### src/sv/ccfr_pkg.sv
`timescale 1ns / 1ps
// -----------------------------------------------------------------------------
// ccfr_pkg - shared types and constants of the CRC-8 checked frame receiver
// Status codes, controller command/status structs and the CRC-8 byte update.
// -----------------------------------------------------------------------------
package ccfr_pkg;

   // Result status codes
   localparam logic [2:0] ST_MID   = 3'd0;
   localparam logic [2:0] ST_GOOD  = 3'd1;
   localparam logic [2:0] ST_BAD   = 3'd2;
   localparam logic [2:0] ST_FULL  = 3'd3;
   localparam logic [2:0] ST_READ  = 3'd4;
   localparam logic [2:0] ST_EMPTY = 3'd5;

   // Request opcodes
   localparam logic OP_RECEIVE = 1'b0;
   localparam logic OP_READOUT = 1'b1;

   localparam logic [7:0] CRC_POLY = 8'h1D;
   localparam int         FW_W     = 4;

   // Commands from the controller to the datapath
   typedef struct packed {
      logic rx_step;     // absorb one received byte and load its result
      logic empty_rsp;   // load the queue-empty result
      logic rd_start;    // open a readout of the oldest frame
      logic rd_fetch;    // issue the store read of the current readout byte
      logic rd_load;     // load the fetched byte as a result
   } ccfr_cmd_type;

   // Status from the datapath to the controller
   typedef struct packed {
      logic queue_empty;
      logic last_byte;   // readout index is on the final byte of the frame
   } ccfr_stat_type;

   // CRC-8, MSB first, one byte
   function automatic logic [7:0] crc8_next(input logic [7:0] crc, input logic [7:0] b);
      logic [7:0] c;
      c = crc ^ b;
      for (int k = 0; k < 8; k++) begin
         if (c[7]) begin
            c = {c[6:0], 1'b0} ^ CRC_POLY;
         end else begin
            c = {c[6:0], 1'b0};
         end
      end
      return c;
   endfunction

endpackage

### src/sv/ccfr_ram.sv
`timescale 1ns / 1ps
// -----------------------------------------------------------------------------
// ccfr_ram - generic simple dual-port RAM
// One write port, one read port with registered read data.
// -----------------------------------------------------------------------------
module ccfr_ram #(
   parameter int WIDTH = 8,
   parameter int DEPTH = 128
) (
   input  logic                     clock,
   input  logic                     wr_en,
   input  logic [$clog2(DEPTH)-1:0] wr_addr,
   input  logic [WIDTH-1:0]         wr_data,
   input  logic                     rd_en,
   input  logic [$clog2(DEPTH)-1:0] rd_addr,
   output logic [WIDTH-1:0]         rd_data
);

   logic [WIDTH-1:0] mem_ff [DEPTH];
   logic [WIDTH-1:0] rd_data_ff;

   // Write and registered read; read data holds while rd_en is low
   always_ff @(posedge clock) begin
      if (wr_en) begin
         mem_ff[wr_addr] <= wr_data;
      end
      if (rd_en) begin
         rd_data_ff <= mem_ff[rd_addr];
      end
   end

   assign rd_data = rd_data_ff;

endmodule

### src/sv/ccfr_ctrl.sv
`timescale 1ns / 1ps
// -----------------------------------------------------------------------------
// ccfr_ctrl - controller of the frame receiver
// Sequences requests, readout fetches and the result register handshake.
// -----------------------------------------------------------------------------
module ccfr_ctrl
   import ccfr_pkg::*;
(
   input  logic          clock,
   input  logic          reset,
   input  logic          req_valid,
   output logic          req_ready,
   input  logic          req_opcode,
   output logic          rsp_valid,
   input  logic          rsp_ready,
   input  ccfr_stat_type stat,
   output ccfr_cmd_type  cmd
);

   localparam logic [1:0] S_IDLE = 2'd0;
   localparam logic [1:0] S_ADDR = 2'd1;
   localparam logic [1:0] S_DATA = 2'd2;

   logic [1:0] state_ff, state_in;
   logic       rsp_valid_ff, rsp_valid_in;
   logic       out_free;
   logic       req_take;
   logic       load;

   // Result register is free when empty or being taken this cycle
   assign out_free  = !rsp_valid_ff || rsp_ready;
   assign req_ready = (state_ff == S_IDLE) && out_free;
   assign req_take  = req_valid && req_ready;

   // Decode commands and next state
   always_comb begin
      cmd      = '0;
      state_in = state_ff;
      case (state_ff)
         S_IDLE: begin
            if (req_take) begin
               if (req_opcode == OP_RECEIVE) begin
                  cmd.rx_step = 1'b1;
               end else if (stat.queue_empty) begin
                  cmd.empty_rsp = 1'b1;
               end else begin
                  cmd.rd_start = 1'b1;
                  state_in     = S_ADDR;
               end
            end
         end
         S_ADDR: begin
            cmd.rd_fetch = 1'b1;
            state_in     = S_DATA;
         end
         S_DATA: begin
            if (out_free) begin
               cmd.rd_load = 1'b1;
               state_in    = stat.last_byte ? S_IDLE : S_ADDR;
            end
         end
         default: begin
            state_in = S_IDLE;
         end
      endcase
   end

   // Track result register occupancy
   assign load         = cmd.rx_step || cmd.empty_rsp || cmd.rd_load;
   assign rsp_valid_in = load || (rsp_valid_ff && !rsp_ready);

   always_ff @(posedge clock) begin
      if (reset) begin
         state_ff     <= S_IDLE;
         rsp_valid_ff <= 1'b0;
      end else begin
         state_ff     <= state_in;
         rsp_valid_ff <= rsp_valid_in;
      end
   end

   assign rsp_valid = rsp_valid_ff;

endmodule

### src/sv/ccfr_datapath.sv
`timescale 1ns / 1ps
// -----------------------------------------------------------------------------
// ccfr_datapath - datapath of the frame receiver
// Frame position, running CRC, slot ring pointers, store and result register.
// -----------------------------------------------------------------------------
module ccfr_datapath
   import ccfr_pkg::*;
#(
   parameter int FRAME_BYTES = 16,
   parameter int FRAME_SLOTS = 8
) (
   input  logic            clock,
   input  logic            reset,
   input  ccfr_cmd_type    cmd,
   output ccfr_stat_type   stat,
   input  logic [7:0]      req_rx_byte,
   output logic [2:0]      rsp_status,
   output logic [7:0]      rsp_data_out,
   output logic            rsp_last,
   output logic [FW_W-1:0] rsp_frames_waiting
);

   localparam int DEPTH   = FRAME_BYTES * FRAME_SLOTS;
   localparam int ADDR_W  = $clog2(DEPTH);
   localparam int SLOT_W  = $clog2(FRAME_SLOTS);
   localparam int POS_W   = $clog2(FRAME_BYTES);
   localparam int COUNT_W = $clog2(FRAME_SLOTS + 1);

   localparam logic [POS_W-1:0]   POS_LAST  = POS_W'(FRAME_BYTES - 1);
   localparam logic [SLOT_W-1:0]  SLOT_LAST = SLOT_W'(FRAME_SLOTS - 1);
   localparam logic [COUNT_W-1:0] COUNT_MAX = COUNT_W'(FRAME_SLOTS);
   localparam logic [ADDR_W-1:0]  FB_A      = ADDR_W'(FRAME_BYTES);

   logic [SLOT_W-1:0]  write_slot_ff, write_slot_in;
   logic [SLOT_W-1:0]  read_slot_ff, read_slot_in;
   logic [COUNT_W-1:0] count_ff, count_in;
   logic [POS_W-1:0]   pos_ff, pos_in;
   logic [POS_W-1:0]   rd_idx_ff, rd_idx_in;
   logic [7:0]         crc_ff, crc_in;
   logic               ovf_ff, ovf_in;

   logic [2:0]         status_ff, status_in;
   logic [7:0]         data_ff, data_in;
   logic               last_ff, last_in;
   logic [COUNT_W-1:0] fw_ff, fw_in;

   logic               queue_full;
   logic               wr_en;
   logic [ADDR_W-1:0]  wr_addr;
   logic [ADDR_W-1:0]  rd_addr;
   logic [7:0]         rd_data;

   assign queue_full = (count_ff == COUNT_MAX);
   assign wr_en      = cmd.rx_step && !queue_full;
   assign wr_addr    = ADDR_W'(write_slot_ff) * FB_A + ADDR_W'(pos_ff);
   assign rd_addr    = ADDR_W'(read_slot_ff) * FB_A + ADDR_W'(rd_idx_ff);

   assign stat.queue_empty = (count_ff == '0);
   assign stat.last_byte   = (rd_idx_ff == POS_LAST);

   ccfr_ram #(
      .WIDTH (8),
      .DEPTH (DEPTH)
   ) u_store (
      .clock   (clock),
      .wr_en   (wr_en),
      .wr_addr (wr_addr),
      .wr_data (req_rx_byte),
      .rd_en   (cmd.rd_fetch),
      .rd_addr (rd_addr),
      .rd_data (rd_data)
   );

   // Advance frame state and load the result register
   always_comb begin
      write_slot_in = write_slot_ff;
      read_slot_in  = read_slot_ff;
      count_in      = count_ff;
      pos_in        = pos_ff;
      rd_idx_in     = rd_idx_ff;
      crc_in        = crc_ff;
      ovf_in        = ovf_ff;
      status_in     = status_ff;
      data_in       = data_ff;
      last_in       = last_ff;
      fw_in         = fw_ff;

      if (cmd.rx_step) begin
         last_in = 1'b1;
         if (pos_ff != POS_LAST) begin
            // mid-frame byte
            ovf_in    = ovf_ff || queue_full;
            crc_in    = crc8_next(crc_ff, req_rx_byte);
            pos_in    = pos_ff + 1'b1;
            status_in = ST_MID;
            data_in   = 8'h00;
            fw_in     = count_ff;
         end else begin
            // frame complete: check the received CRC
            data_in = crc_ff;
            if (crc_ff != req_rx_byte) begin
               status_in = ST_BAD;
               fw_in     = count_ff;
            end else if (ovf_ff || queue_full) begin
               status_in = ST_FULL;
               fw_in     = count_ff;
            end else begin
               status_in     = ST_GOOD;
               write_slot_in = (write_slot_ff == SLOT_LAST) ? '0 : write_slot_ff + 1'b1;
               count_in      = count_ff + 1'b1;
               fw_in         = count_ff + 1'b1;
            end
            pos_in = '0;
            crc_in = 8'h00;
            ovf_in = 1'b0;
         end
      end

      if (cmd.empty_rsp) begin
         status_in = ST_EMPTY;
         data_in   = 8'h00;
         last_in   = 1'b1;
         fw_in     = count_ff;
      end

      if (cmd.rd_start) begin
         count_in  = count_ff - 1'b1;
         rd_idx_in = '0;
      end

      if (cmd.rd_load) begin
         status_in = ST_READ;
         data_in   = rd_data;
         last_in   = stat.last_byte;
         fw_in     = count_ff;
         if (stat.last_byte) begin
            rd_idx_in    = '0;
            read_slot_in = (read_slot_ff == SLOT_LAST) ? '0 : read_slot_ff + 1'b1;
         end else begin
            rd_idx_in = rd_idx_ff + 1'b1;
         end
      end
   end

   // Control state
   always_ff @(posedge clock) begin
      if (reset) begin
         write_slot_ff <= '0;
         read_slot_ff  <= '0;
         count_ff      <= '0;
         pos_ff        <= '0;
         rd_idx_ff     <= '0;
         crc_ff        <= 8'h00;
         ovf_ff        <= 1'b0;
      end else begin
         write_slot_ff <= write_slot_in;
         read_slot_ff  <= read_slot_in;
         count_ff      <= count_in;
         pos_ff        <= pos_in;
         rd_idx_ff     <= rd_idx_in;
         crc_ff        <= crc_in;
         ovf_ff        <= ovf_in;
      end
   end

   // Result payload
   always_ff @(posedge clock) begin
      status_ff <= status_in;
      data_ff   <= data_in;
      last_ff   <= last_in;
      fw_ff     <= fw_in;
   end

   assign rsp_status         = status_ff;
   assign rsp_data_out       = data_ff;
   assign rsp_last           = last_ff;
   assign rsp_frames_waiting = FW_W'(fw_ff);

endmodule

### src/sv/crc8_checked_frame_receiver.sv
`timescale 1ns / 1ps
// -----------------------------------------------------------------------------
// crc8_checked_frame_receiver - CRC-8 checked frame receiver with slot ring
// Request channel (req_): opcode 0 delivers one received byte, opcode 1 asks
// for the oldest queued frame. Result channel (rsp_): status, data_out, last
// and frames_waiting, last set on the final result of each request.
// A byte gives one result: mid-frame, or at the final byte the CRC verdict
// (good and queued, CRC bad, or queue full and dropped) with the computed CRC.
// A readout gives FRAME_BYTES results; an empty queue gives one result.
// A byte or empty read is accepted when req_ready is high and its result is
// valid the next cycle; a byte follows every cycle while results are taken.
// Readout fetches each byte through an address state, then a registered store
// read, and waits in the data state while the result register is not free.
// The request channel is held off for the whole readout.
// Reset (synchronous) clears pointers, counts and the running CRC; the frame
// store is not cleared and needs no clearing pass.
// A stalled result channel holds the result register and blocks new requests.
// -----------------------------------------------------------------------------
module crc8_checked_frame_receiver
   import ccfr_pkg::*;
#(
   parameter int FRAME_BYTES = 16,
   parameter int FRAME_SLOTS = 8
) (
   input  logic            clock,
   input  logic            reset,
   input  logic            req_valid,
   output logic            req_ready,
   input  logic            req_opcode,
   input  logic [7:0]      req_rx_byte,
   output logic            rsp_valid,
   input  logic            rsp_ready,
   output logic [2:0]      rsp_status,
   output logic [7:0]      rsp_data_out,
   output logic            rsp_last,
   output logic [FW_W-1:0] rsp_frames_waiting
);

   ccfr_cmd_type  cmd;
   ccfr_stat_type stat;

   ccfr_ctrl u_ctrl (
      .clock      (clock),
      .reset      (reset),
      .req_valid  (req_valid),
      .req_ready  (req_ready),
      .req_opcode (req_opcode),
      .rsp_valid  (rsp_valid),
      .rsp_ready  (rsp_ready),
      .stat       (stat),
      .cmd        (cmd)
   );

   ccfr_datapath #(
      .FRAME_BYTES (FRAME_BYTES),
      .FRAME_SLOTS (FRAME_SLOTS)
   ) u_datapath (
      .clock              (clock),
      .reset              (reset),
      .cmd                (cmd),
      .stat               (stat),
      .req_rx_byte        (req_rx_byte),
      .rsp_status         (rsp_status),
      .rsp_data_out       (rsp_data_out),
      .rsp_last           (rsp_last),
      .rsp_frames_waiting (rsp_frames_waiting)
   );

endmodule
### config.mk
export PLATFORM = sky130hd
export DESIGN_NAME = crc8_checked_frame_receiver
export DESIGN_NICKNAME = d
export VERILOG_FILES = /design/src/sv/ccfr_pkg.sv /design/src/sv/ccfr_ram.sv /design/src/sv/ccfr_ctrl.sv /design/src/sv/ccfr_datapath.sv /design/src/sv/crc8_checked_frame_receiver.sv
export SDC_FILE = /design/constraint.sdc
export NUM_CORES = 1
export LEC_CHECK = 0
export BUFFER_PORTS_ARGS = -buffer_cell sky130_fd_sc_hd__buf_4
export CORE_AREA = 5 5 296 298
export CTS_CLUSTER_DIAMETER = 30
export DETAILED_ROUTE_END_ITERATION = 6
export DIE_AREA = 0 0 301 303
export GPL_TIMING_DRIVEN = 0
export PLACE_DENSITY = 0.72
export SETUP_SLACK_MARGIN = 0.15
export SLEW_MARGIN = 10
export SYNTH_ARGS = -nofsm -noshare
export SYNTH_HDL_FRONTEND = slang
export SYNTH_SLANG_ARGS = --single-unit
### constraint.sdc
create_clock -name clock -period 2.77 [get_ports clock]
set_input_delay 0.1385 -clock clock [delete_from_list [all_inputs] [get_ports clock]]
set_output_delay 0.1385 -clock clock [all_outputs]
set_load 0.02 [all_outputs]
## Yosys cells after proc, flatten, opt, wreduce, memory -nomap -nowiden

Memories as Yosys holds them, arrays and structs flattened. A register that Yosys moved wholly into a read port is not among the register bits.
Index checks and enable logic that the tools add are counted.

- Register bits: 46
- Bits in writable memories: 1024
- Memories: 1
- Input bits: 13
- Output and inout bits: 18
- Word-level logic and storage cells: 135

- Eq/ne operators: 12
- Bitwise operators: 12
- Add/sub/neg operators: 8
- Multiplexer cells: 66
- Reductions and logical operators: 22

Memories:

| memory | depth | width | read ports | clocked after memory_dff | write ports | RTL line | source |
|---|---|---|---|---|---|---|---|
| u_datapath.u_store.mem_ff | 128 | 8 | 1 | 1 | 1 | ccfr_ram.sv:19 | `logic [WIDTH-1:0] mem_ff [DEPTH];` |

Operators with widths:

| cell | count |
|---|---|
| 2-to-1 mux 8 bit | 19 |
| 2-to-1 mux 4 bit | 11 |
| 2-to-1 mux 5 bit | 8 |
| inverter 4 bit | 8 |
| 2-to-1 mux 3 bit | 6 |
| 2-to-1 mux 1 bit | 15 |
| adder 7 x 4 -> 7 bit | 2 |
| adder 4 x 1 -> 4 bit (second input constant) | 3 |
| 2-to-1 mux 2 bit | 6 |
| == test 4 bit (second input constant) | 2 |
| != test 8 bit | 1 |
| AND reduction 4 bit | 2 |
| XOR 8 bit | 1 |
| adder 3 x 1 -> 3 bit (second input constant) | 2 |
| == test 3 bit (second input constant) | 2 |
| case mux 2 bit (3 select lines) | 1 |
| nonzero test 2 bit | 3 |
| logical OR 1 bit | 5 |
| logical AND 1 bit | 4 |
| logical NOT 4 bit | 1 |
| != test 2 x 1 -> 1 bit (second input constant) | 2 |
| != test 2 bit (second input constant) | 2 |
| != test 4 bit (second input constant) | 1 |
| subtractor 4 x 1 -> 4 bit (second input constant) | 1 |
| 8 further kinds | 12 |

## Logic depth before layout (Yosys ltp)

Gate-level depths: netlist of the first run.

- Depth in word-level cells: 34
- Gate-level depth with buffers: 9
- Mapped depth without buffers: 8

## Modules after synthesis

A second synthesis of the first run with hierarchy kept.

- Cell total of the unflattened synthesis: 1877
- Area, all modules: 42157.9 um^2

Modules (own cells, without submodules):

| module | instances | cells each | sequential area each (um^2) | area each (um^2) |
|---|---|---|---|---|
| ccfr_ram | 1 | 1635 | 30989.7 | 39745.6 |
| ccfr_datapath | 1 | 218 | 991.0 | 2212.1 |
| ccfr_ctrl | 1 | 24 | 60.1 | 200.2 |

## Worst setup path after synthesis of the first run

Ideal clock, no wire load.

- Path type: register to register
- Start point: register u_datapath.rd_idx_ff[0]
- End point: register u_datapath.u_store.rd_data_ff[0], in the netlist u_datapath.u_store.rd_data[0], read port of u_datapath.u_store.mem_ff (data pin)
- Data required time: 2510 ps
- Cell stages (with the launch flop): 7
- Slack: -211 ps
- Buffers on the path: 2
- Clock period less this slack: 2981 ps
- Arrival: 2721 ps
- Setup time: 260 ps
- Cells stage by stage: dfxtp_1 > buf_2 > buf_1 > mux4_2 > mux4_2 > mux4_2 > mux2_2

- Word-level cells in the longest chain between the ends: 1

RTL lines:

| element | RTL line | source |
|---|---|---|
| start: declaration | ccfr_datapath.sv:38 | `logic [POS_W-1:0] rd_idx_ff, rd_idx_in;` |
| start signal: assignment | ccfr_datapath.sv:160 | `rd_idx_ff <= rd_idx_in;` |
| adder 7 x 4 -> 7 bit | ccfr_datapath.sv:56 | `assign rd_addr = ADDR_W'(read_slot_ff) * FB_A + ADDR_W'(rd_idx_ff);` |
| end: declaration | ccfr_ram.sv:20 | `logic [WIDTH-1:0] rd_data_ff;` |

No other way between the ends.
A chain may end at the register's enable or synchronous reset.

## Final worst setup path of the first run

- Start point: register u_datapath.rd_idx_ff[0]
- End point: register u_datapath.u_store.rd_data_ff[3], in the netlist u_datapath.u_store.rd_data[3], read port of u_datapath.u_store.mem_ff (data pin)

The elaborated chain is that of the path after synthesis.

==> flow_summary_export.csv, run 1 <==
group,metric,value,unit
synthesis,synth_area_leader_cell,"edfxtp_1",
placed_design,dp_hpwl,62150,um
critical_path,crit_path_top_delay_cell,"mux4_2",
worst_hold_path,min_from,"req_rx_byte[2]",
finish,layout-drive-gt1-share,0.4153,
synthesis,synth_top_flop_cell,"edfxtp_1",
critical_path,reg2reg_depth,7,
outcome,failed_checks,"setup timing",
clocking,numCtsBuffers,167,
pwr,power_density,795.1,nW/um2
synthesis,synthCells,1872,
critical_path,path_cells,"buf_12 > buf_16 > buf_12 > mux4_2 > mux4_2 > mux4_2 > mux2_4",
sta,relSlewSlack,0.2212,
sta,fmax,310.2,MHz
route,dr_total_vias,21350,
clocking,cts.sinks,1078,
global_routing,grt_overflow_total,0,
route,viasPerCell,6.258,
route,dr.pass1.iters,5,
floorplanning,row_count,107,
sta,finalSetupViolations,8,
global_routing,grt_pass1_vias,21730,
sta,rsz0062_at_grt,"yes",
global_routing,grt_pass1_wl,154600,um
outcome,status,"complete, but fails checks",
placed_design,place.gp.congestion,0.8589,
route,post-route-drc-count,0,
clocking,cts_tree,"yes",
sta,hold_viol,0,
floorplanning,die_area,91200,um2
route,wl,109500,um
synthesis,yosysSeqAreaShare,0.7631,
critical_path,crit_type,"reg -> reg",
synthesis,syn_avg_cell_area,22.43,um2
critical_path,startpoint,"u_datapath.rd_idx_ff[0]$_SDFFE_PP0P_",
placed_design,dp_slack,-1.567,ns
placed_design,io_buffers,30,
floorplanning,die_width,301,um
sta,maxSlewViolCount,0,
placed_design,dp.cells,3048,
global_routing,grt_max_degree,130,
route,final_antenna_net_count,0,
clocking,worstSkewPairLatency,0.75,ns
pwr,p_leak,16.02,nW
finish,num-nets-final,2149,
synthesis,yosys.cell_types.count,42,
floorplanning,start_util,0.4962,
route,routedWlPerCell,32.09,um
sta,skew,0.02478,ns
sta,post-route-period-util,1.164,
finish,final_common_cell,"edfxtp_1",
sta,tightest_slew,1.168,ns
global_routing,grt_usage,0.2378,
critical_path,cp_common_cell,"mux4_2",
synthesis,synth_edf_count,1045,
synthesis,ys_seq_elements,1078,
synthesis,async_reset_ff_frac,0,
sta,worst_slack,-0.4534,ns
synthesis,netlist.area_leader.share,0.7474,
sta,holdWs,0.03923,ns
critical_path,start_kind,"flop",
synthesis,syn-num-nets,1893,
critical_path,max_stage_delay,0.60,ns
sta,period_minus_slack,3.223,ns
worst_hold_path,hold_depth,1,
finish,synthToLayoutAreaGrowth,24.05,%
synthesis,synth.cell_area,41990,um2
clocking,htree_levels,4,
global_routing,antenna_found_initial,3,
synthesis,yosysWarnings,0,
critical_path,crit_arrival,3.71,ns
floorplanning,ios,31,
finish,final_cell_mix,"edfxtp_1 (1045), mux4_2 (336), clkbuf_16 (177), nor2_4 (99), buf_4 (55)",
route,first_iter_violations,2532,
critical_path,timing.rr.start,"u_datapath.rd_idx_ff[0]$_SDFFE_PP0P_",
critical_path,required,3.26,ns
flow_run,max-cap-violations,0,
pwr,vdd_ir_drop_max,0.0006586,V
worst_hold_path,hp-class,"in -> reg",
critical_path,path_max_fanout,11,
clocking,clk_pin_slew_worst_paths,0.05,ns
finish,instances_no_fill,3411,
clocking,clk_path_buf_depth,3,
critical_path,end_kind,"flop",
clocking,root_buffer,"clkbuf_16",
floorplanning,core,84610,um2
synthesis,synthTopCellsByArea,"edfxtp_1 (75%), mux4_2 (18%), dfxtp_1 (1.6%)",
floorplanning,die_h,303,um
layout make-up:
class / instances / area (um2)
Clock inverter: 121 / 1608
Fill cell: 5496 / 32530
Antenna cell: 1 / 2.502
Clock buffer: 186 / 4272
Tap cell: 1144 / 1431
Multi-Input combinational cell: 690 / 10490
Timing Repair Buffer: 87 / 1122
Buffer: 101 / 1096
Sequential cell: 1078 / 32050
Inverter: 3 / 11.26
synth_stat cells (2+ instances only):
| cell type | number |
|---|---|
| edfxtp_1 | 1045 |
| mux4_2 | 336 |
| nor2_1 | 162 |
| clkbuf_1 | 58 |
| dfxtp_1 | 33 |
| nand2_1 | 30 |
| a21oi_1 | 21 |
| buf_2 | 21 |
| xnor2_1 | 21 |
| buf_1 | 18 |
| nand3_1 | 18 |
| nor3_1 | 11 |
| nor2b_1 | 10 |
| a22o_1 | 8 |
| a22oi_1 | 8 |
| ha_1 | 8 |
| mux2_2 | 8 |
| o21ai_0 | 7 |
| mux2i_1 | 6 |
| xor2_1 | 4 |
| and2_1 | 3 |
| buf_6 | 3 |
| inv_1 | 3 |
| nor3b_1 | 3 |
| or3_1 | 3 |
| a31oi_1 | 2 |
| a41oi_1 | 2 |
| and3_1 | 2 |
| nand2b_1 | 2 |
| nand3b_1 | 2 |
| nand4_1 | 2 |
| xnor3_1 | 2 |
where the power goes:
group          switching [mW]  internal [mW]  leakage (nW)
Sequential             0.0678           18.0          9.67
Combinational           0.912          0.658          3.54
Clock                    7.81           14.0          2.81
Total                    8.79           32.6          16.0
worst paths after layout:
kind	end	slack, ns
worst max-delay path	u_datapath.u_store.rd_data[3]$_DFFE_PN_	-0.45
worst min-delay path	u_datapath.u_store.mem_ff[61][2]$_DFFE_PP_	0.04
worst max register to register	u_datapath.u_store.rd_data[3]$_DFFE_PN_	-0.45
worst min register to register	u_datapath.rsp_status[2]$_SDFFE_PP1P_	0.54
cells by family after synthesis:
| kind of cell | after synthesis | share of synthesized area |
|---|---|---|
| AOI/OAI and AO/OA | 52 | 0.008017 |
| DFF | 1078 | 0.7631 |
| and+or+nand+nor | 253 | 0.02581 |
| xor gates and xnor gates | 27 | 0.006288 |
| buffers and inverters | 104 | 0.01055 |
| adders and majority gates | 8 | 0.002384 |
| muxes | 350 | 0.1838 |
registers in the layout, summed over array words and instances, names as in the netlist:
name	cells
u_datapath.u_store.mem_ff	1024
u_datapath.rsp_last	1
u_datapath.count_ff	4
u_datapath.crc_ff	8
u_datapath.read_slot_ff	3
u_ctrl.rsp_valid	1
u_datapath.u_store.rd_data	8
u_datapath.rsp_status	3
u_datapath.rsp_data_out	8
u_datapath.rsp_frames_waiting	4
u_datapath.rd_idx_ff	4
u_datapath.write_slot_ff	3
u_datapath.pos_ff	4
u_datapath.ovf_ff	1
u_ctrl.state_ff	2
repair_timing:
action / 4_1_cts / 5_1_grt
hold buffers: 7 / 3
hold endpoints to repair: 129 / 89
resized for setup: 309 / 58
endpoints found under the setup margin: 1035 / 789
gates cloned: 4 / 2
setup buffers: 24 / 12
pin swaps: 19 / 18
through the flow:
stage	instance area (um2)	utilization	total power, mW	setup TNS, ns
CTS	51510	0.6088	41.47	-3.080
floorplan	42330	-	19.23	0
detailed placement	44060	0.5208	19.81	-1122.25
global placement	43990	0.5199	19.75	-1099.98
global route	52080	0.6155	42.50	-3.493
finish	52080	0.6155	41.41	-3.359
worst max-delay path: cells and delay by family, from the launching register on:
| kind | cells | cell delay, ns |
|---|---|---|
| DFF | 1 | 0.36 |
| buffers and inverters | 3 | 0.59 |
| muxes | 4 | 2.00 |
layer usage:
layer / wire length (um) / up-vias / global-route usage / part of all wire
met2: 53830 / 1380 / 0.3752 / 0.49
met3: 11610 / 255 / 0.06805 / 0.11
met5: 28 / - / 0 / 0.00026
met1: 39630 / 11230 / 0.3200 / 0.36
met4: 4379 / 4 / 0.09281 / 0.040
li1: - / 8482 / - / -
No activity file was read; power rests on OpenSTA's default activity.
==> inputs of run 2 (changes only) <==
--- a/config.mk
+++ b/config.mk
@@ -12,6 +12,7 @@
 export DIE_AREA = 0 0 301 303
 export GPL_TIMING_DRIVEN = 0
 export PLACE_DENSITY = 0.72
+export RECOVER_POWER = 50
 export SETUP_SLACK_MARGIN = 0.15
 export SLEW_MARGIN = 10
 export SYNTH_ARGS = -nofsm -noshare
==> run 2 against run 1 <==
The flow finishes with violations (capacitance limit, slew limit, setup timing). Sequential power about the same. Sequential share of layout area increased by 0.19 points. Non-clock buffer count did not move. Clock power about the same. Combinational power fell by 3%. Via count down 0.19%. Cell count unchanged. Fmax shrank 0.30%. Utilization down 0.20 points. Cell area decreased by 0.32%. Global-route usage is the same. Clock skew increased by 0.0013 ns.
==> flow_summary_export.csv, run 2 (synthesis gave the netlist of run 1 again) <==
group,metric,value,unit
outcome,status,"complete, but fails checks",
outcome,failed_checks,"capacitance limit, slew limit, setup timing",
sta,final.setup.tns,-3.942,ns
clocking,root_buffer,"clkbuf_16",
clocking,clk_pin_slew_worst_paths,0.05,ns
placed_design,dp_hpwl,62150,um
floorplanning,die_area,91200,um2
global_routing,grt_overflow_total,0,
route,viasPerCell,6.247,
clocking,cts_tree,"yes",
critical_path,crit_path_top_delay_cell,"mux4_2",
clocking,cts.sinks,1078,
placed_design,dp.cells,3048,
critical_path,start_kind,"flop",
global_routing,grt_pass1_wl,154600,um
global_routing,grt_usage,0.2378,
finish,largest_reg_flops,1024,
sta,rsz0062_at_grt,"yes",
sta,finalSetupViolations,14,
sta,maxSlewViolCount,77,
route,routedWlPerCell,32.10,um
floorplanning,die_width,301,um
route,post-route-drc-count,0,
pwr,vdd_ir_drop_max,0.0006576,V
critical_path,path_max_fanout,11,
finish,regMostFlops,"u_datapath.u_store.mem_ff",
sta,tightest_slew,1.672,ns
finish,final_common_cell,"edfxtp_1",
route,final_antenna_net_count,0,
sta,relSlewSlack,-0.1147,
floorplanning,core,84610,um2
route,dr.pass1.iters,5,
critical_path,end_kind,"flop",
pwr,power.total,41.37,mW
clocking,numCtsBuffers,167,
sta,hold_viol,0,
route,dr_total_vias,21310,
finish,synthToLayoutAreaGrowth,23.65,%
finish,layout-drive-gt1-share,0.4047,
sta,period_minus_slack,3.233,ns
floorplanning,start_util,0.4962,
route,wl,109500,um
critical_path,crit_type,"reg -> reg",
floorplanning,row_count,107,
critical_path,crit_arrival,3.72,ns
route,first_iter_violations,2660,
floorplanning,die_h,303,um
clocking,htree_levels,4,
global_routing,grt_pass1_vias,21730,
pwr,p_leak,15.91,nW
sta,holdWs,0.02989,ns
clocking,clk_path_buf_depth,3,
critical_path,path_cells,"buf_12 > buf_16 > buf_12 > mux4_2 > mux4_2 > mux4_2 > mux2_4",
sta,worst_slack,-0.4631,ns
floorplanning,ios,31,
critical_path,max_stage_delay,0.60,ns
global_routing,antenna_found_initial,3,
placed_design,place.gp.congestion,0.8589,
clocking,worstSkewPairLatency,0.75,ns
placed_design,dp_slack,-1.567,ns
sta,post-route-period-util,1.167,
sta,fmax,309.3,MHz
critical_path,required,3.25,ns
placed_design,io_buffers,30,
pwr,power_density,796.8,nW/um2
worst_hold_path,hp-class,"in -> reg",
finish,instances_no_fill,3411,
finish,num-nets-final,2149,
global_routing,grt_max_degree,130,
sta,skew,0.02609,ns
critical_path,cp_common_cell,"mux4_2",
flow_run,max-cap-violations,1,
finish,final_cell_mix,"edfxtp_1 (1045), mux4_2 (336), clkbuf_16 (177), nor2_4 (98), clkbuf_1 (56)",
finish,nFillCells,5531,
run 2: cell count changes in the layout (fill, tap and decap cells not counted), sizes merged:
cell and change:
clkbuf +26, buf -26
run 2: area by class of cell:
| class | count | area (um2) | share of cell area |
|---|---|---|---|
| diodes | 1 | 2.502 | 0.00004820 |
| multi-input cells | 690 | 10480 | 0.2019 |
| clock buffers | 186 | 4272 | 0.08228 |
| inverters | 3 | 11.26 | 0.0002169 |
| plain buffers | 101 | 1096 | 0.02111 |
| repair buffers | 87 | 968.4 | 0.01865 |
| clock inverters | 121 | 1608 | 0.03097 |
| well taps | 1144 | 1431 | 0.02757 |
| flip-flops and latches | 1078 | 32040 | 0.6172 |
run 2: repair_timing:
| action | 4_1_cts | 5_1_grt |
|---|---|---|
| endpoints found under the hold margin | 129 | 89 |
| buffers inserted | 24 | 12 |
| hold buffers | 7 | 3 |
| cloned | 4 | 2 |
| pin swaps | 19 | 18 |
| resized for setup | 309 | 58 |
| setup endpoints to repair | 1035 | 789 |
run 2: critical path, delay by kind of cell (launching register included):
kind / cells / cell delay, ns
buffers and inverters: 3 / 0.59
muxes: 4 / 2.00
DFF: 1 / 0.36
run 2: metal layers:
metal  part of all wire  routed length (um)  GRT usage  up-vias
met2               0.49               53650     0.3752     1369
met1               0.36               39820     0.3200    11200
met4              0.040                4362    0.09281        4
met5            0.00026                  28          0        -
li1                   -                   -          -     8485
met3               0.11               11630    0.06805      253
run 2: through the flow:
step	util	area, um2
floorplan	-	42330
global placement	0.5199	43990
detailed placement	0.5208	44060
CTS	0.6088	51510
global route	0.6135	51910
finish	0.6136	51910
run 2: power by group:
group | internal [mW] | switching [mW] | total [mW]
logic | 0.614 | 0.909 | 1.52
clock network | 14.0 | 7.81 | 21.8
registers | 18.0 | 0.0675 | 18.1
run 2: final timing paths:
path | from | endpoint | slack, ns | depth (start not counted)
max reg2reg | u_datapath.rd_idx_ff[0]$_SDFFE_PP0P_ | u_datapath.u_store.rd_data[3]$_DFFE_PN_ | -0.46 | 7
min | req_rx_byte[2] | u_datapath.u_store.mem_ff[61][2]$_DFFE_PP_ | 0.03 | 1
min reg2reg | u_datapath.rsp_status[2]$_SDFFE_PP1P_ | u_datapath.rsp_status[2]$_SDFFE_PP1P_ | 0.54 | 2
max | u_datapath.rd_idx_ff[0]$_SDFFE_PP0P_ | u_datapath.u_store.rd_data[3]$_DFFE_PN_ | -0.46 | 7
==> inputs of run 3 (changes only) <==
--- a/config.mk
+++ b/config.mk
@@ -6,12 +6,12 @@
 export NUM_CORES = 1
 export LEC_CHECK = 0
 export BUFFER_PORTS_ARGS = -buffer_cell sky130_fd_sc_hd__buf_4
-export CORE_AREA = 5 5 296 298
+export CORE_AREA = 5 5 271 326
 export CTS_CLUSTER_DIAMETER = 30
 export DETAILED_ROUTE_END_ITERATION = 6
-export DIE_AREA = 0 0 301 303
+export DIE_AREA = 0 0 276 331
 export GPL_TIMING_DRIVEN = 0
-export PLACE_DENSITY = 0.72
+export PLACE_DENSITY = 0.71
 export RECOVER_POWER = 50
 export SETUP_SLACK_MARGIN = 0.15
 export SLEW_MARGIN = 10
==> run 3 against run 2 <==
The run ends with hold timing, capacitance limit, slew limit, setup timing left. Critical endpoint is now u_datapath.u_store.rd_data[1]$_DFFE_PN_. Clock skew fell by 0.0043 ns. Power is 7.7% lower. Critical path type unchanged. Register-to-register slack better by 0.05 ns. Routed wire length fell by 2.9%. Cell count fell by 1.5%. Non-clock buffer count is 9 higher. Utilization fell by 1.1 points. Sequential power hardly changed. Largest power group unchanged. Combinational power barely moved.
==> flow_summary_export.csv, run 3 (synthesis gave the netlist of run 1 again) <==
group,metric,value,unit
route,routedWlPerCell,31.63,um
placed_design,dp_hpwl,62240,um
placed_design,dp.cells,3032,
route,post-route-drc-count,0,
sta,rsz0062_at_grt,"yes",
sta,skew,0.02182,ns
finish,largest_reg_flops,1024,
clocking,root_buffer,"clkbuf_16",
critical_path,crit_family,"multiplexers",
clocking,cts_tree,"yes",
clocking,numCtsBuffers,142,
outcome,status,"complete, but fails checks",
sta,fmax,314.6,MHz
finish,layout-drive-gt1-share,0.3892,
route,wl,106300,um
floorplanning,row_count,117,
floorplanning,core,84610,um2
sta,period_minus_slack,3.178,ns
clocking,cts.sinks,1078,
floorplanning,die_width,276,um
finish,synthToLayoutAreaGrowth,21.53,%
sta,post-route-period-util,1.147,
floorplanning,die_h,331,um
sta,final.setup.tns,-4.714,ns
finish,regMostFlops,"u_datapath.u_store.mem_ff",
sta,hold_viol,4,
pwr,vdd_ir_drop_max,0.0006120,V
sta,finalSetupViolations,18,
flow_run,max-cap-violations,1,
clocking,worstSkewPairLatency,0.73,ns
finish,final_common_cell,"edfxtp_1",
clocking,clk_pin_slew_worst_paths,0.06,ns
finish,num-nets-final,2133,
critical_path,path_max_fanout,8,
global_routing,grt_overflow_total,0,
sta,maxSlewViolCount,84,
sta,holdWs,-0.02629,ns
worst_hold_path,hp-class,"in -> reg",
outcome,failed_checks,"hold timing, capacitance limit, slew limit, setup timing",
floorplanning,start_util,0.4962,
critical_path,crit_arrival,3.65,ns
critical_path,required,3.24,ns
global_routing,grt_pass1_wl,151000,um
route,final_antenna_net_count,0,
pwr,power.total,38.16,mW
sta,tightest_slew,1.821,ns
critical_path,crit_path_top_delay_cell,"mux4_2",
placed_design,io_buffers,30,
critical_path,end_kind,"flop",
pwr,power_density,748.0,nW/um2
critical_path,crit_type,"reg -> reg",
critical_path,start_kind,"flop",
sta,relSlewSlack,-0.2138,
floorplanning,die_area,91360,um2
sta,worst_slack,-0.4082,ns
route,dr.pass1.iters,6,
floorplanning,ios,31,
finish,instances_no_fill,3361,
global_routing,antenna_found_initial,4,
global_routing,grt_pass1_vias,21610,
route,viasPerCell,6.297,
global_routing,grt_usage,0.2280,
finish,final_cell_mix,"edfxtp_1 (1045), mux4_2 (336), clkbuf_16 (158), nor2_4 (84), clkbuf_1 (62)",
route,dr_total_vias,21160,
critical_path,worst-path-buf-inv,4,
critical_path,max_stage_delay,0.56,ns
global_routing,grt_max_degree,131,
pwr,p_leak,15.52,nW
placed_design,place.gp.congestion,0.8468,
critical_path,path_cells,"buf_12 > buf_12 > buf_16 > clkbuf_16 > mux4_2 > mux4_2 > mux4_2 > mux2_4",
critical_path,cp_common_cell,"mux4_2",
route,first_iter_violations,2592,
clocking,htree_levels,4,
clocking,clk_path_buf_depth,3,
## run 3: changes by cell type in the layout (fill, tap and decap cells not counted), sizes merged
cell / delta
dlygate4sd3: -1
clkbuf: -19
clkinvlp: -9
clkinv: -3
bufinv: -12
buf: +12
inv: -4
## run 3: repair_timing
action                                 4_1_cts  5_1_grt
setup endpoints to repair                 1035      909
resized for setup                          287       53
pin swaps                                   31       15
setup buffers                               33        8
hold buffers                                 5        4
cloned                                       5        7
endpoints found under the hold margin       16      111
## run 3: final timing paths
check                                                to                                  start  slack [ns]  cells past startpoint
max             u_datapath.u_store.rd_data[1]$_DFFE_PN_   u_datapath.rd_idx_ff[0]$_SDFFE_PP0P_       -0.41                      8
min          u_datapath.u_store.mem_ff[97][2]$_DFFE_PP_                         req_rx_byte[2]       -0.03                      1
min reg2reg       u_datapath.rsp_status[0]$_SDFFE_PP0P_  u_datapath.rsp_status[0]$_SDFFE_PP0P_        0.52                      2
max reg2reg     u_datapath.u_store.rd_data[1]$_DFFE_PN_   u_datapath.rd_idx_ff[0]$_SDFFE_PP0P_       -0.41                      8
## run 3: power breakdown
| part | switching, mW | total [mW] | internal (mW) |
|---|---|---|---|
| logic | 0.916 | 1.53 | 0.617 |
| registers | 0.0686 | 18.1 | 18.0 |
| clock network | 7.06 | 18.6 | 11.5 |
| total | 8.04 | 38.2 | 30.1 |
## run 3: stage by stage
step	util	setup WS (ns)	hold slack (ns)	cell area, um2
after floorplan	-	0.08337	0.2374	42330
after global placement	0.5197	-1.630	0.4225	43970
after detailed placement	0.5199	-1.513	0.4337	43990
after CTS	0.5975	-0.3953	0.09939	50560
after global routing	0.6030	-0.4343	0.01069	51020
final	0.6030	-0.4082	-0.02629	51020
## run 3: layer usage
| layer | up-vias | track usage | share of wire |
|---|---|---|---|
| li1 | 8426 | - | - |
| met1 | 11210 | 0.2935 | 0.36 |
| met2 | 1284 | 0.3828 | 0.50 |
| met3 | 243 | 0.04837 | 0.086 |
| met4 | 6 | 0.09903 | 0.049 |
| met5 | - | 0 | 0.00043 |
## run 3: layout make-up
type | count | area, um2
Buffer | 101 | 1106
Clock buffer | 169 | 3792
Tap cell | 1130 | 1414
Antenna cell | 1 | 2.502
Fill cell | 5635 | 33590
Sequential cell | 1078 | 32040
Inverter | 3 | 11.26
Clock inverter | 93 | 1100
Multi-Input combinational cell | 690 | 10400
Timing Repair Buffer | 96 | 1150
